**config.mk**
```make
export PLATFORM = sky130hd
export DESIGN_NAME = trimmed_mean_pulse_filter
export DESIGN_NICKNAME = d
export VERILOG_FILES = /design/src/hdl/tmpf_pkg.sv /design/src/hdl/trimmed_mean_pulse_filter.sv /design/src/hdl/tmpf_cfg.sv /design/src/hdl/tmpf_store.sv /design/src/hdl/tmpf_div.sv
export SDC_FILE = /design/constraint.sdc
export NUM_CORES = 1
export LEC_CHECK = 0
export ABC_CLOCK_PERIOD_IN_PS = 4300
export BUFFER_PORTS_ARGS = -buffer_cell sky130_fd_sc_hd__buf_4
export CAP_MARGIN = 15
export CORE_ASPECT_RATIO = 1.75
export CORE_MARGIN = 2
export CORE_UTILIZATION = 64
export CTS_BUF_LIST = sky130_fd_sc_hd__clkbuf_2 sky130_fd_sc_hd__clkbuf_4 sky130_fd_sc_hd__clkbuf_8
export CTS_CLUSTER_DIAMETER = 60
export DETAILED_ROUTE_END_ITERATION = 8
export PLACE_DENSITY = 0.8
export SLEW_MARGIN = 20
export SYNTH_ARGS = -nofsm -noshare
export SYNTH_HDL_FRONTEND = slang
export SYNTH_SLANG_ARGS = --single-unit
```
**constraint.sdc**
```tcl
create_clock -name clk -period 4.3 [get_ports clk]
set_clock_uncertainty 0.2 [all_clocks]
set_input_delay 0.43 -clock clk [delete_from_list [all_inputs] [get_ports clk]]
set_output_delay 0.43 -clock clk [all_outputs]
set_load 0.02 [all_outputs]
```
**src/hdl/tmpf_pkg.sv**
```systemverilog
package tmpf_pkg;

	localparam int DEPTH_DEF = 10;
	localparam int DATA_W = 16;
	localparam int APB_ADDR_W = 3;

	localparam logic [DATA_W-1:0] MIN_VALID_RST = 16'd100;
	localparam logic [DATA_W-1:0] MAX_VALID_RST = 16'd2000;

	// register index, taken from paddr[2]
	localparam logic REG_MIN_VALID = 1'b0;
	localparam logic REG_MAX_VALID = 1'b1;

	typedef enum logic [2:0] {
		ST_IDLE,
		ST_INSERT,
		ST_ACCUM,
		ST_DIV_GO,
		ST_DIVIDE,
		ST_DONE
	} seq_state_t;

	typedef struct packed {
		logic clear;
		logic insert;
	} store_ctl_t;

endpackage

```
**src/hdl/trimmed_mean_pulse_filter.sv**
```systemverilog
// Channel   Dir  Transaction when        Payload
// s_*       in   s_tvalid & s_tready     tdata = pulse_width, tuser = clear
// m_*       out  m_tvalid & m_tready     tdata = average, tuser = updated
// apb       in   psel&penable&pwrite     min_valid at 0x0, max_valid at 0x4
//
// An in-range sample is inserted into the sorted store, then each middle entry
// passes in turn through the shared accumulator, and the iterative divider runs
// its 16 steps before the result register loads; a rejected sample skips the
// accumulator and the divider, and a mean with no middle entry skips only the
// divider.
// Reset empties the store and clears the held average; limits return to 100/2000.
// s_tready is high only while the sequencer is idle; the result register lets the
// next sample in while a result still waits, and the sequencer stalls at its end
// until that register is free.
module trimmed_mean_pulse_filter #(
	parameter int DEPTH = tmpf_pkg::DEPTH_DEF
) (
	input  logic                                clk,
	input  logic                                arst_n,
	input  logic                                s_tvalid,
	output logic                                s_tready,
	input  logic [15:0]                         s_tdata,   // [15:0] pulse_width
	input  logic                                s_tuser,   // [0] clear
	output logic                                m_tvalid,
	input  logic                                m_tready,
	output logic [15:0]                         m_tdata,   // [15:0] average
	output logic                                m_tuser,   // [0] updated
	input  logic                                psel,
	input  logic                                penable,
	input  logic                                pwrite,
	input  logic [tmpf_pkg::APB_ADDR_W-1:0]     paddr,
	input  logic [31:0]                         pwdata,
	output logic [31:0]                         prdata,
	output logic                                pready
);

	localparam int DW = tmpf_pkg::DATA_W;
	localparam int CW = $clog2(DEPTH);
	localparam int FW = $clog2(DEPTH+1);
	localparam int SW = DW + CW;

	tmpf_pkg::seq_state_t state_q, state_d;
	tmpf_pkg::store_ctl_t store_ctl;

	logic [DW-1:0] min_valid;
	logic [DW-1:0] max_valid;
	logic [DW-1:0] sample_q;
	logic          in_range_q;
	logic [CW-1:0] idx_q;
	logic [SW-1:0] sum_q;
	logic [DW-1:0] held_avg_q;
	logic          upd_q;
	logic          out_valid_q;
	logic [DW-1:0] out_avg_q;
	logic          out_upd_q;
	logic [DW-1:0] rd_data;
	logic [FW-1:0] fill;
	logic [CW-1:0] mid_cnt;
	logic          div_start;
	logic          div_done;
	logic [DW-1:0] quotient;
	logic          in_xfer;
	logic          accum_en;
	logic          accum_last;
	logic          out_load;

	tmpf_cfg u_cfg (
		.clk       (clk),
		.arst_n    (arst_n),
		.psel      (psel),
		.penable   (penable),
		.pwrite    (pwrite),
		.paddr     (paddr),
		.pwdata    (pwdata),
		.prdata    (prdata),
		.pready    (pready),
		.min_valid (min_valid),
		.max_valid (max_valid)
	);

	tmpf_store #(.DEPTH(DEPTH)) u_store (
		.clk     (clk),
		.arst_n  (arst_n),
		.ctl     (store_ctl),
		.sample  (sample_q),
		.rd_idx  (idx_q),
		.rd_data (rd_data),
		.fill    (fill)
	);

	tmpf_div #(.DEPTH(DEPTH)) u_div (
		.clk      (clk),
		.arst_n   (arst_n),
		.start    (div_start),
		.dividend (sum_q),
		.divisor  (mid_cnt),
		.done     (div_done),
		.quotient (quotient)
	);

	assign in_xfer    = s_tvalid && s_tready;
	assign accum_last = (idx_q == CW'(DEPTH-2));

	// count of filled entries among positions 1 to DEPTH-2
	always_comb begin
		if (fill < FW'(2)) begin
			mid_cnt = '0;
		end else if (fill >= FW'(DEPTH-1)) begin
			mid_cnt = CW'(DEPTH-2);
		end else begin
			mid_cnt = CW'(fill - FW'(1));
		end
	end

	// sequencer next state
	always_comb begin
		state_d = state_q;
		unique case (state_q)
			tmpf_pkg::ST_IDLE: begin
				if (in_xfer) begin
					state_d = tmpf_pkg::ST_INSERT;
				end
			end
			tmpf_pkg::ST_INSERT: begin
				state_d = in_range_q ? tmpf_pkg::ST_ACCUM : tmpf_pkg::ST_DONE;
			end
			tmpf_pkg::ST_ACCUM: begin
				if (accum_last) begin
					state_d = (mid_cnt != '0) ? tmpf_pkg::ST_DIV_GO : tmpf_pkg::ST_DONE;
				end
			end
			tmpf_pkg::ST_DIV_GO: begin
				state_d = tmpf_pkg::ST_DIVIDE;
			end
			tmpf_pkg::ST_DIVIDE: begin
				if (div_done) begin
					state_d = tmpf_pkg::ST_DONE;
				end
			end
			tmpf_pkg::ST_DONE: begin
				if (!out_valid_q || m_tready) begin
					state_d = tmpf_pkg::ST_IDLE;
				end
			end
			default: state_d = tmpf_pkg::ST_IDLE;
		endcase
	end

	// sequencer outputs
	always_comb begin
		s_tready         = 1'b0;
		store_ctl.clear  = 1'b0;
		store_ctl.insert = 1'b0;
		accum_en         = 1'b0;
		div_start        = 1'b0;
		out_load         = 1'b0;
		unique case (state_q)
			tmpf_pkg::ST_IDLE: begin
				s_tready        = 1'b1;
				store_ctl.clear = in_xfer && s_tuser;
			end
			tmpf_pkg::ST_INSERT: store_ctl.insert = in_range_q;
			tmpf_pkg::ST_ACCUM:  accum_en = 1'b1;
			tmpf_pkg::ST_DIV_GO: div_start = 1'b1;
			tmpf_pkg::ST_DIVIDE: ;
			tmpf_pkg::ST_DONE:   out_load = !out_valid_q || m_tready;
			default: ;
		endcase
	end

	always_ff @(posedge clk or negedge arst_n) begin
		if (!arst_n) begin
			state_q <= tmpf_pkg::ST_IDLE;
		end else begin
			state_q <= state_d;
		end
	end

	// latch the sample and its range check on the input transaction
	always_ff @(posedge clk) begin
		if (in_xfer) begin
			sample_q   <= s_tdata;
			in_range_q <= (s_tdata > min_valid) && (s_tdata < max_valid);
		end
	end

	// walk the middle entries and accumulate the filled ones
	always_ff @(posedge clk) begin
		if (store_ctl.insert) begin
			idx_q <= CW'(1);
			sum_q <= '0;
		end else if (accum_en) begin
			if (FW'(idx_q) < fill) begin
				sum_q <= sum_q + SW'(rd_data);
			end
			if (!accum_last) begin
				idx_q <= idx_q + CW'(1);
			end
		end
	end

	// hold the mean; flag a recompute
	always_ff @(posedge clk or negedge arst_n) begin
		if (!arst_n) begin
			held_avg_q <= '0;
			upd_q      <= 1'b0;
		end else begin
			if (in_xfer) begin
				upd_q <= 1'b0;
			end else if (div_done) begin
				held_avg_q <= quotient;
				upd_q      <= 1'b1;
			end
		end
	end

	// result register toward the output channel
	always_ff @(posedge clk or negedge arst_n) begin
		if (!arst_n) begin
			out_valid_q <= 1'b0;
		end else if (out_load) begin
			out_valid_q <= 1'b1;
		end else if (m_tready) begin
			out_valid_q <= 1'b0;
		end
	end

	always_ff @(posedge clk) begin
		if (out_load) begin
			out_avg_q <= held_avg_q;
			out_upd_q <= upd_q;
		end
	end

	assign m_tvalid = out_valid_q;
	assign m_tdata  = out_avg_q;
	assign m_tuser  = out_upd_q;

endmodule

```
**src/hdl/tmpf_cfg.sv**
```systemverilog
module tmpf_cfg (
	input  logic                                 clk,
	input  logic                                 arst_n,
	input  logic                                 psel,
	input  logic                                 penable,
	input  logic                                 pwrite,
	input  logic [tmpf_pkg::APB_ADDR_W-1:0]      paddr,
	input  logic [31:0]                          pwdata,
	output logic [31:0]                          prdata,
	output logic                                 pready,
	output logic [tmpf_pkg::DATA_W-1:0]          min_valid,
	output logic [tmpf_pkg::DATA_W-1:0]          max_valid
);

	logic [tmpf_pkg::DATA_W-1:0] min_valid_q;
	logic [tmpf_pkg::DATA_W-1:0] max_valid_q;
	logic                        wr_en;

	assign pready = 1'b1;
	assign wr_en  = psel && penable && pwrite && pready;

	// write limits on the access phase of a write transaction
	always_ff @(posedge clk or negedge arst_n) begin
		if (!arst_n) begin
			min_valid_q <= tmpf_pkg::MIN_VALID_RST;
			max_valid_q <= tmpf_pkg::MAX_VALID_RST;
		end else if (wr_en) begin
			unique case (paddr[2])
				tmpf_pkg::REG_MIN_VALID: min_valid_q <= pwdata[tmpf_pkg::DATA_W-1:0];
				tmpf_pkg::REG_MAX_VALID: max_valid_q <= pwdata[tmpf_pkg::DATA_W-1:0];
				default: ;
			endcase
		end
	end

	// read back the addressed limit
	always_comb begin
		unique case (paddr[2])
			tmpf_pkg::REG_MIN_VALID: prdata = {16'd0, min_valid_q};
			tmpf_pkg::REG_MAX_VALID: prdata = {16'd0, max_valid_q};
			default: prdata = 32'd0;
		endcase
	end

	assign min_valid = min_valid_q;
	assign max_valid = max_valid_q;

endmodule

```
**src/hdl/tmpf_store.sv**
```systemverilog
module tmpf_store #(
	parameter int DEPTH = tmpf_pkg::DEPTH_DEF
) (
	input  logic                               clk,
	input  logic                               arst_n,
	input  tmpf_pkg::store_ctl_t               ctl,
	input  logic [tmpf_pkg::DATA_W-1:0]        sample,
	input  logic [$clog2(DEPTH)-1:0]           rd_idx,
	output logic [tmpf_pkg::DATA_W-1:0]        rd_data,
	output logic [$clog2(DEPTH+1)-1:0]         fill
);

	localparam int FW = $clog2(DEPTH+1);

	logic [tmpf_pkg::DATA_W-1:0] entries_q [DEPTH];
	logic [tmpf_pkg::DATA_W-1:0] entries_d [DEPTH];
	logic [FW-1:0]               fill_q;
	logic [DEPTH-1:0]            gt;
	logic                        full;
	logic                        drop_low;

	// mark filled entries smaller than the sample; sorted order makes this a prefix
	always_comb begin
		for (int k = 0; k < DEPTH; k++) begin
			gt[k] = (FW'(k) < fill_q) && (sample > entries_q[k]);
		end
	end

	assign full     = (fill_q == FW'(DEPTH));
	assign drop_low = full && gt[DEPTH-1];

	// next value of each entry: shift up past the insert point, or shift down
	// when the sample exceeds everything in a full store
	for (genvar k = 0; k < DEPTH; k++) begin : g_entry
		if (k == 0) begin : g_first
			always_comb begin
				if (drop_low) begin
					entries_d[k] = entries_q[k+1];
				end else if (gt[k]) begin
					entries_d[k] = entries_q[k];
				end else begin
					entries_d[k] = sample;
				end
			end
		end else if (k == DEPTH-1) begin : g_last
			always_comb begin
				if (drop_low) begin
					entries_d[k] = sample;
				end else if (gt[k]) begin
					entries_d[k] = entries_q[k];
				end else if (gt[k-1]) begin
					entries_d[k] = sample;
				end else begin
					entries_d[k] = entries_q[k-1];
				end
			end
		end else begin : g_mid
			always_comb begin
				if (drop_low) begin
					entries_d[k] = entries_q[k+1];
				end else if (gt[k]) begin
					entries_d[k] = entries_q[k];
				end else if (gt[k-1]) begin
					entries_d[k] = sample;
				end else begin
					entries_d[k] = entries_q[k-1];
				end
			end
		end
	end

	// hold entries unless a sample goes in
	always_ff @(posedge clk) begin
		if (ctl.insert) begin
			for (int k = 0; k < DEPTH; k++) begin
				entries_q[k] <= entries_d[k];
			end
		end
	end

	// track how many entries are filled
	always_ff @(posedge clk or negedge arst_n) begin
		if (!arst_n) begin
			fill_q <= '0;
		end else if (ctl.clear) begin
			fill_q <= '0;
		end else if (ctl.insert && !full) begin
			fill_q <= fill_q + FW'(1);
		end
	end

	assign rd_data = entries_q[rd_idx];
	assign fill    = fill_q;

endmodule

```
**src/hdl/tmpf_div.sv**
```systemverilog
module tmpf_div #(
	parameter int DEPTH = tmpf_pkg::DEPTH_DEF
) (
	input  logic                                       clk,
	input  logic                                       arst_n,
	input  logic                                       start,
	input  logic [tmpf_pkg::DATA_W+$clog2(DEPTH)-1:0]  dividend,
	input  logic [$clog2(DEPTH)-1:0]                   divisor,
	output logic                                       done,
	output logic [tmpf_pkg::DATA_W-1:0]                quotient
);

	localparam int CW = $clog2(DEPTH);
	localparam int QW = tmpf_pkg::DATA_W;
	localparam int NW = $clog2(QW+1);

	logic [CW-1:0] rem_q;
	logic [QW-1:0] quo_q;
	logic [NW-1:0] cnt_q;
	logic          busy_q;
	logic          done_q;
	logic [CW:0]   trial;
	logic [CW:0]   diff;
	logic          qbit;

	// one restoring step: shift in the next dividend bit, subtract if it fits
	assign trial = {rem_q, quo_q[QW-1]};
	assign diff  = trial - {1'b0, divisor};
	assign qbit  = (trial >= {1'b0, divisor});

	// the mean never exceeds 16 bits, so the upper dividend bits preload the remainder
	always_ff @(posedge clk) begin
		if (start) begin
			rem_q <= dividend[QW+CW-1:QW];
			quo_q <= dividend[QW-1:0];
		end else if (busy_q) begin
			rem_q <= qbit ? diff[CW-1:0] : trial[CW-1:0];
			quo_q <= {quo_q[QW-2:0], qbit};
		end
	end

	// count the quotient bits
	always_ff @(posedge clk or negedge arst_n) begin
		if (!arst_n) begin
			busy_q <= 1'b0;
			done_q <= 1'b0;
			cnt_q  <= '0;
		end else begin
			done_q <= 1'b0;
			if (start) begin
				busy_q <= 1'b1;
				cnt_q  <= '0;
			end else if (busy_q) begin
				cnt_q <= cnt_q + NW'(1);
				if (cnt_q == NW'(QW-1)) begin
					busy_q <= 1'b0;
					done_q <= 1'b1;
				end
			end
		end
	end

	assign done     = done_q;
	assign quotient = quo_q;

endmodule

```
# == Word-level counts from Yosys, hierarchy flattened ==
# Memory sizes are Yosys's and may differ from the RTL's. A register that Yosys moved wholly into a read port is not among the register bits.
# Cells that the tools add are included.
# Widths: inputs -> output; s select.
# totals
inputBits,59
latchBits,0
elab_cells,166
ram_bits,160
romBits,0
output_inout_bits,52
n_memories,1
reg_bits,142
# classes
addsub,6
magnitude_cmp,26
n_shift,0
n_bitwise,3
reduce_logical,32
eq_ne,12
muxes,68
div,0
multipliers,0
# mem_list
memory,depth,width,read_ports,rd_clocked_by_memory_dff,wr,line_no,rtl
u_store.entries_q,10,16,11,1,10,tmpf_store.sv:15,logic [tmpf_pkg::DATA_W-1:0] entries_q [DEPTH];
# ops
operator,count
$mux 16,31
$gt 16x16->1,11
$pmux 32 s2,1
$mux 4,9
$add 20x16->20,1
$mux 1,18
$mux 3,6
$pmux 3 s6,1
$logic_and 1x1->1,17
$lt 16x16->1,1
$lt 3x4->1 const A,4
$mux 5,2
$reduce_and 2->1,5
$add 4x1->4 const B,2
$eq 4x4->1 const B,2
$lt 1x4->1 const A,2
$lt 2x4->1 const A,2
$lt 4x4->1 const A,2
$reduce_bool 2->1,4
$eq 3x2->1 const B,2
$eq 3x3->1 const B,2
$ne 2x2->1 const B,3
$add 5x1->5 const B,1
$eq 5x4->1 const B,1
other kinds (14),17

# == Logic depth before layout (Yosys ltp) ==
# Gate-level depths: netlist of run 1.
# depth
word_depth,7
mapped_depth,13
ltp_nobuf,12

# == Hierarchy ==
# From an unflattened synthesis of run 1, not the netlist that was laid out.
# hier_totals
cells_unflattened,2143
hier_area_um2,21600.7
# modules_own_cells
module,seq_area_each_um2,area_each_um2,cells_per_inst,n_inst
tmpf_store,4904.7,13989.7,1470,1
trimmed_mean_pulse_filter,2026.9,4611.9,462,1
tmpf_cfg,812.0,1609.0,105,1
tmpf_div,775.7,1390.1,106,1

# == Worst setup path after synthesis of run 1 ==
# No wires, ideal clock.
# synth_timing
kind,reg-to-reg
from,"register, netlist name sample_q[0]"
to,memory u_store.entries_q[8][0] (netlist name) (enable)
stages_incl_launch_ff,13
t_required_ns,3.712
path_slack_ns,0.613
setup_ns,0.388
path_buffers,4
arrival_time_ns,3.099
synth_period_minus_slack_ns,3.687
path_cell_list,edfxtp_1 -> clkbuf_1 -> inv_1 -> ha_1 -> nor2b_1 -> o211ai_1 -> a2111oi_4 -> o31a_1 -> buf_2 -> buf_6 -> clkbuf_1 -> a21oi_1 -> nor2_1
# synth_rtl
element,line_no
"end, declared",tmpf_store.sv:15

==> run summary, run 1 <==
result of the run - finished clean
post-synthesis instance area - 20960 µm²
pin count of the biggest net entering global routing - 116
number of inserted diodes - 0
count of instances resized after the clock tree is built - 0
worst min-delay path class - in2reg
Via-to-Cell Ratio - 6.230
DPL Wire Length - 41.51 mm
startpoint kind of the worst setup timing path - flop
boundary pin count - 111
required time reported for the critical path endpoint - 4.54 ns
clock transition time at the flip-flop clock pins of the worst setup and hold paths - 0.07 ns
DRC violation total after the first TritonRoute iteration - 1082
DRC Markers - 0
count of hold-fix buffers inserted at cts - 34
Crit Path Category - reg2reg
total power divided by cell area - 608.0 nW/µm²
fraction of the mapped netlist area in simple logic gates - 10.17%
global routing usage summed across all routing layers - 32.58%
critical path's top delay family - compound AO/OA/AOI/OAI gates
post-synthesis compound-gate area fraction - 12.95%
Max Freq - 245.1 MHz
final total negative setup slack - 0 ns
Period minus WS final - 4.080 ns
ys flop type - edfxtp_1
count of distinct cell types in the synthesized netlist - 70
number of standard-cell rows in the floorplan - 87
final net count - 2468
Critical Path AT - 4.32 ns
WP buf/inv - 0
final count of negative-setup-slack endpoints - 0
max-cap check violation count - 0
fraction of the cycle the final worst path needs - 94.88%
starting density of the core - 65.05%
WL final - 55.70 mm
crit path capture type - flop
Worst path slowest cell - mux4_2
# clock sinks - 306
number of buffers inserted to repair setup after CTS - 0
crit path max fanout - 5
share of total power consumed by net switching - 40.18%
total of flip-flops plus latches after synthesis - 306
largest family of logic cells by synthesized area - multiplexers
Clk Latency, worst-skew pair - 0.60 ns
number of standard cells after synthesis - 2079
sequential-to-total area share from yosys stat - 41.03%
cell-by-cell listing of the critical path - mux4_2 > nor2b_1 > a211oi_1 > a21oi_1 > ha_1 > fa_1 > a211oi_1 > o21ai_0 > a21oi_1 > o21ai_0 > xnor2_1 > o21ai_0
via count of the first global-routing pass - 17064
TritonCTS Buffers - 46
floorplan die area - 34270 µm²
total via count in the routed design - 16335
total overflow reported by the global router - 0
final hold viol count - 0
Post-Synth XOR/XNOR Area - 0.8357%
most common cell after layout, fill and taps aside - nand2_1
Post-Route Utilization - 72.34%
static leakage - 10.07 nW
deepest clock path buffer count - 3
final weighted congestion of routability-driven global placement - 0.9412
Routed WL per cell - 21.24 µm
count of pins over their slew limit - 0
relative slew slack - 29.12%
number of warning messages in the yosys log - 0
part of the total power dissipated in the clock network - 18.5%
Post-Synthesis Mean Instance Area - 10.08 µm²
Crit path top cell by count - o21ai_0
global-route wire length before repair - 87.10 mm
share of flip-flops with an asynchronous set or reset after synthesis - 20.92%
Core Area - 32220 µm²
share of cell area taken by muxes after synthesis - 14.47%
Routed Antenna Nets - 0
buffer cell driving the clock tree root - clkbuf_8
Flop pwr share - 35.2%
slowest stage delay, CP - 0.54 ns
number of optimization iterations in the first detailed-route pass - 6
internal power - 8.479 mW
Area growth, synth to finish - 11.21%
Die X - 140.8 µm
Least-Margin Pin Slew - 1.060 ns
switching power summed over all nets - 5.694 mW
share of final-layout standard cells stronger than drive strength 1 - 15.35%
maximum level of the CTS H-tree - 2
die span in y - 243.4 µm
fraction of the mapped netlist area in adder cells - 13.44%
number of antenna violations at the first check in global routing - 0
top library cells by usage in the layout, fill and taps aside - nand2_1 (264), ha_1 (222), inv_1 (214), edfxtp_1 (214), o21ai_0 (199)
VDD IR-drop max - 0.3351 mV
TritonCTS clock tree - built
number of enable flip-flop cells after synthesis - 214
combinational fraction of design power - 46.3%
count of buffers from port buffering - 75
RSZ-0062 raised after global routing - no
==> Yosys cell counts (all sizes together), types with 15 or more instances <==
cell	count	share of area (%)
buf	61	2.1
edfxtp	214	31
nor2	77	1.4
clkbuf	63	1.1
a21o	23	0.82
mux2i	153	7.3
nand3	36	0.92
mux4	32	3.4
nand4	35	1.1
dfxtp	28	2.7
nand2	264	4.7
inv	214	3.8
nor2b	16	0.48
dfrtp	55	6.6
o21ai	207	4.9
ha	222	13
mux2	66	3.7
a211oi	30	1.1
a21oi	119	2.8
o211ai	15	0.54
==> through the flow <==
| step | hold slack [ns] | total power, mW | cell area (µm²) | instances | setup slack (ns) |
|---|---|---|---|---|---|
| 2_1_floorplan | -0.06559 | 9.446 | 21020 | 2094 | 0.6128 |
| 3_3_place_gp | 0.2266 | 11.14 | 21960 | 2503 | 0.3282 |
| 3_5_place_dp | 0.2279 | 11.46 | 21960 | 2503 | 0.2773 |
| 4_1_cts | 0.05671 | 14.11 | 23300 | 2622 | 0.2669 |
| 5_1_grt | 0.1035 | 15.03 | 23310 | 2622 | 0.07796 |
| 6_report | 0.07055 | 14.17 | 23310 | 2622 | 0.2202 |
==> cell families (layout without fill, tap and decap cells) <==
kind of cell             count (synthesis)  after routing
flip-flops                             306            306
XOR/XNOR                                20             20
AND/OR/NAND/NOR                        479            479
buffers and inverters                  338            466
other                                    2             17
multiplexers                           251            251
AO/OA/AOI/OAI                          459            459
adder cells (fa/ha/maj)                224            224
==> registers in the layout (all words and copies together), names as in the netlist, 3 cells and up, named ones only <==
signal and flops:
u_store.entries_q 160, sum_q 20, held_avg_q 16, m_tdata 16, sample_q 16, u_cfg.max_valid 16
u_cfg.min_valid 16, u_div.quotient 16, u_div.cnt_q 5, idx_q 4, u_div.rem_q 4, u_store.fill 4
state_q 3
==> worst paths after layout <==
path                                       end  slack, ns  cells after the start          start
max                                  sum_q[12]       0.22                     12           flop
min reg2reg                         m_tdata[9]       0.24                      0  held_avg_q[9]
max in group asynchronous  u_cfg.max_valid[11]       3.01                      2         arst_n
min in group asynchronous           state_q[2]       0.30                      2         arst_n
max reg2reg                          sum_q[12]       0.22                     12           flop
min                            u_store.fill[0]       0.07                      3        s_tuser
==> worst reg2reg max path, delay by kind of cell (launching register included) <==
| family | cells | cell delay [ns] |
|---|---|---|
| simple gates | 1 | 0.14 |
| flops | 1 | 0.44 |
| xor+xnor | 1 | 0.20 |
| compound gates | 7 | 1.72 |
| mux | 1 | 0.54 |
| fa+ha+maj | 2 | 0.69 |
==> power by group through the flow <==
stage | logic [mW] | registers [mW] | clock network, mW
floorplan | 4.70 | 4.75 | 0
global placement | 6.17 | 4.96 | 0
detailed placement | 6.45 | 5.01 | 0
CTS | 6.50 | 4.96 | 2.65
global route | 7.20 | 5.07 | 2.76
finish | 6.57 | 4.99 | 2.62
==> layout make-up <==
type / count / area (µm²)
Clock inverter: 12 / 111.4
Sequential cell: 306 / 8601
Fill cell: 2335 / 8911
Inverter: 214 / 803.3
Multi-Input combinational cell: 1450 / 11000
Clock buffer: 73 / 892.1
Timing Repair Buffer: 167 / 1401
Tap cell: 400 / 500.5
==> metal layers <==
layer,GRT usage [%],share of wire (%),vias up
met3,4.108,4.6,243
met1,33.18,34,7814
met2,59.43,52,617
met5,0,0,-
met4,25.35,8.9,0
li1,-,-,7661
Power figures use the tool's default switching activity.
==> run 2: changes to the inputs <==
--- a/config.mk
+++ b/config.mk
@@ -5,16 +5,17 @@
 export SDC_FILE = /design/constraint.sdc
 export NUM_CORES = 1
 export LEC_CHECK = 0
+export ABC_AREA = 0
 export ABC_CLOCK_PERIOD_IN_PS = 4300
 export BUFFER_PORTS_ARGS = -buffer_cell sky130_fd_sc_hd__buf_4
 export CAP_MARGIN = 15
 export CORE_ASPECT_RATIO = 1.75
 export CORE_MARGIN = 2
-export CORE_UTILIZATION = 64
+export CORE_UTILIZATION = 45
 export CTS_BUF_LIST = sky130_fd_sc_hd__clkbuf_2 sky130_fd_sc_hd__clkbuf_4 sky130_fd_sc_hd__clkbuf_8
 export CTS_CLUSTER_DIAMETER = 60
 export DETAILED_ROUTE_END_ITERATION = 8
-export PLACE_DENSITY = 0.8
+export PLACE_DENSITY = 0.59
 export SLEW_MARGIN = 20
 export SYNTH_ARGS = -nofsm -noshare
 export SYNTH_HDL_FRONTEND = slang
==> run summary, run 2 (same netlist as run 1, synthesis figures left out) <==
result of the run - complete, but fails checks
violated checks - design-rule violations
number of optimization iterations in the first detailed-route pass - 7
Reg-to-Reg End - u_store.entries_q[2][14]
RSZ-0062 raised after global routing - no
final net count - 2482
static leakage - 10.15 nW
Area growth, synth to finish - 13.08%
Top reg by flops - u_store.entries_q
floorplan die area - 48390 µm²
global-route wire length before repair - 89.46 mm
slowest stage delay, CP - 0.78 ns
Via-to-Cell Ratio - 5.590
clock transition time at the flip-flop clock pins of the worst setup and hold paths - 0.07 ns
final hold viol count - 0
Least-Margin Pin Slew - 1.011 ns
DPL Wire Length - 45.25 mm
Crit Path Category - reg2reg
via count of the first global-routing pass - 16604
Routed WL per cell - 20.60 µm
top library cells by usage in the layout, fill and taps aside - nand2_1 (264), ha_1 (222), inv_1 (214), edfxtp_1 (214), o21ai_0 (199)
number of flip-flops under the largest register name - 160
number of standard-cell rows in the floorplan - 104
total instance count after detailed placement - 2696
DRC violation total after the first TritonRoute iteration - 810
setup slack, reg-to-reg - 0.37 ns
number of antenna violations at the first check in global routing - 1
crit path max fanout - 128
Die X - 167.1 µm
total via count in the routed design - 15792
max-cap check violation count - 0
Max Freq - 254.4 MHz
final total negative setup slack - 0 ns
r2r startpoint - sample_q[13]
WL final - 58.19 mm
maximum level of the CTS H-tree - 2
final count of negative-setup-slack endpoints - 0
Period minus WS final - 3.930 ns
Final Total Pwr - 14.33 mW
critical path endpoint - u_store.entries_q[2][14]
worst min-delay path class - in2reg
startpoint kind of the worst setup timing path - flop
# clock sinks - 306
starting density of the core - 45.50%
final standard cell count with taps included and fillers excluded - 2825
pin count of the biggest net entering global routing - 129
count of buffers from port buffering - 75
die span in y - 289.5 µm
Routed Antenna Nets - 0
required time reported for the critical path endpoint - 4.43 ns
Core Area - 46060 µm²
total power divided by cell area - 604.4 nW/µm²
share of final-layout standard cells stronger than drive strength 1 - 15.84%
global routing usage summed across all routing layers - 23.94%
relative slew slack - 32.39%
most common cell after layout, fill and taps aside - nand2_1
crit path capture type - flop
VDD IR-drop max - 0.2863 mV
total overflow reported by the global router - 0
Critical Path AT - 4.06 ns
largest registers - u_store.entries_q x160, sum_q x20
launch point of the critical path - sample_q[13]
cell-by-cell listing of the critical path - ha_1 > nand4_2 > nor2_1 > a221o_1 > o31a_2 > buf_12 > o21ai_0
Clk Latency, worst-skew pair - 0.63 ns
Worst path slowest cell - edfxtp_1
boundary pin count - 111
buffer cell driving the clock tree root - clkbuf_8
worst reg-to-reg path cell count - 7
deepest clock path buffer count - 3
count of pins over their slew limit - 0
fraction of the cycle the final worst path needs - 91.40%
TritonCTS Buffers - 50
final weighted congestion of routability-driven global placement - 0.9240
total of fill cells in the finished design - 4303
DRC Markers - 10
TritonCTS clock tree - built
run 2: cell types whose count changed in the layout (fill, tap and decap cells not counted), sizes merged:
cell,before,now
clkinvlp,1,0
inv,214,216
bufinv,2,1
buf,133,143
diode,0,1
clkinv,9,18
run 2: report_power, final:
part	internal, mW	switching [mW]
Combinational	2.82	3.75
Clock	1.48	1.27
Sequential	4.26	0.755
run 2: layout make-up:
| cell class | instances | area (µm²) | share of cell area [%] |
|---|---|---|---|
| well taps | 583 | 729.5 | 3.077 |
| multi-input cells | 1450 | 11000 | 46.39 |
| clock inverters | 21 | 130.1 | 0.5490 |
| clock buffers | 73 | 948.4 | 4.001 |
| inverters | 214 | 803.3 | 3.389 |
| repair buffers | 177 | 1489 | 6.282 |
| flip-flops and latches | 306 | 8603 | 36.30 |
| diodes | 1 | 2.502 | 0.01056 |
run 2: worst min path at each step:
stage / from / end / slack [ns] / depth (start not counted)
floorplan: arst_n / held_avg_q[0] / -0.07 / 0
global placement: held_avg_q[2] / m_tdata[2] / 0.23 / 0
detailed placement: held_avg_q[0] / m_tdata[0] / 0.23 / 0
CTS: s_tuser / u_store.fill[1] / 0.02 / 3
global route: s_tuser / u_store.fill[0] / 0.06 / 3
finish: s_tuser / u_store.fill[1] / 0.05 / 3
run 2: routing by layer:
layer,global-route usage (%),part of all wire [%],vias up
li1,-,-,7690
met1,23.44,36,7575
met2,48.01,55,370
met3,2.206,2.8,157
met4,14.72,6.4,0
met5,0,0,-
run 2: worst max-delay path: cells and delay by family, from the launching register on:
kind / cells / cell delay [ns]
flip-flops: 1 / 0.78
buffers and inverters: 1 / 0.44
AND/OR/NAND/NOR: 2 / 0.49
AO/OA/AOI/OAI: 3 / 1.15
adder cells (fa/ha/maj): 1 / 0.50
run 2: stage by stage:
step	worst slack (ns)	hold WS (ns)	cell area (µm²)	util (%)
detailed placement	0.2368	0.2295	22280	48.36
finish	0.3699	0.04766	23700	51.46
CTS	0.2259	0.01698	23700	51.44
global placement	0.2211	0.2267	22280	48.36
global route	0.04042	0.05597	23700	51.46
floorplan	0.6128	-0.06559	21020	-
run 2: timing repair:
item                                    in CTS  in global routing
gates resized for setup                      0                  1
setup buffers                                0                  0
hold endpoints to repair                   104                  0
endpoints found under the setup margin       0                  1
hold buffers                                34                  0
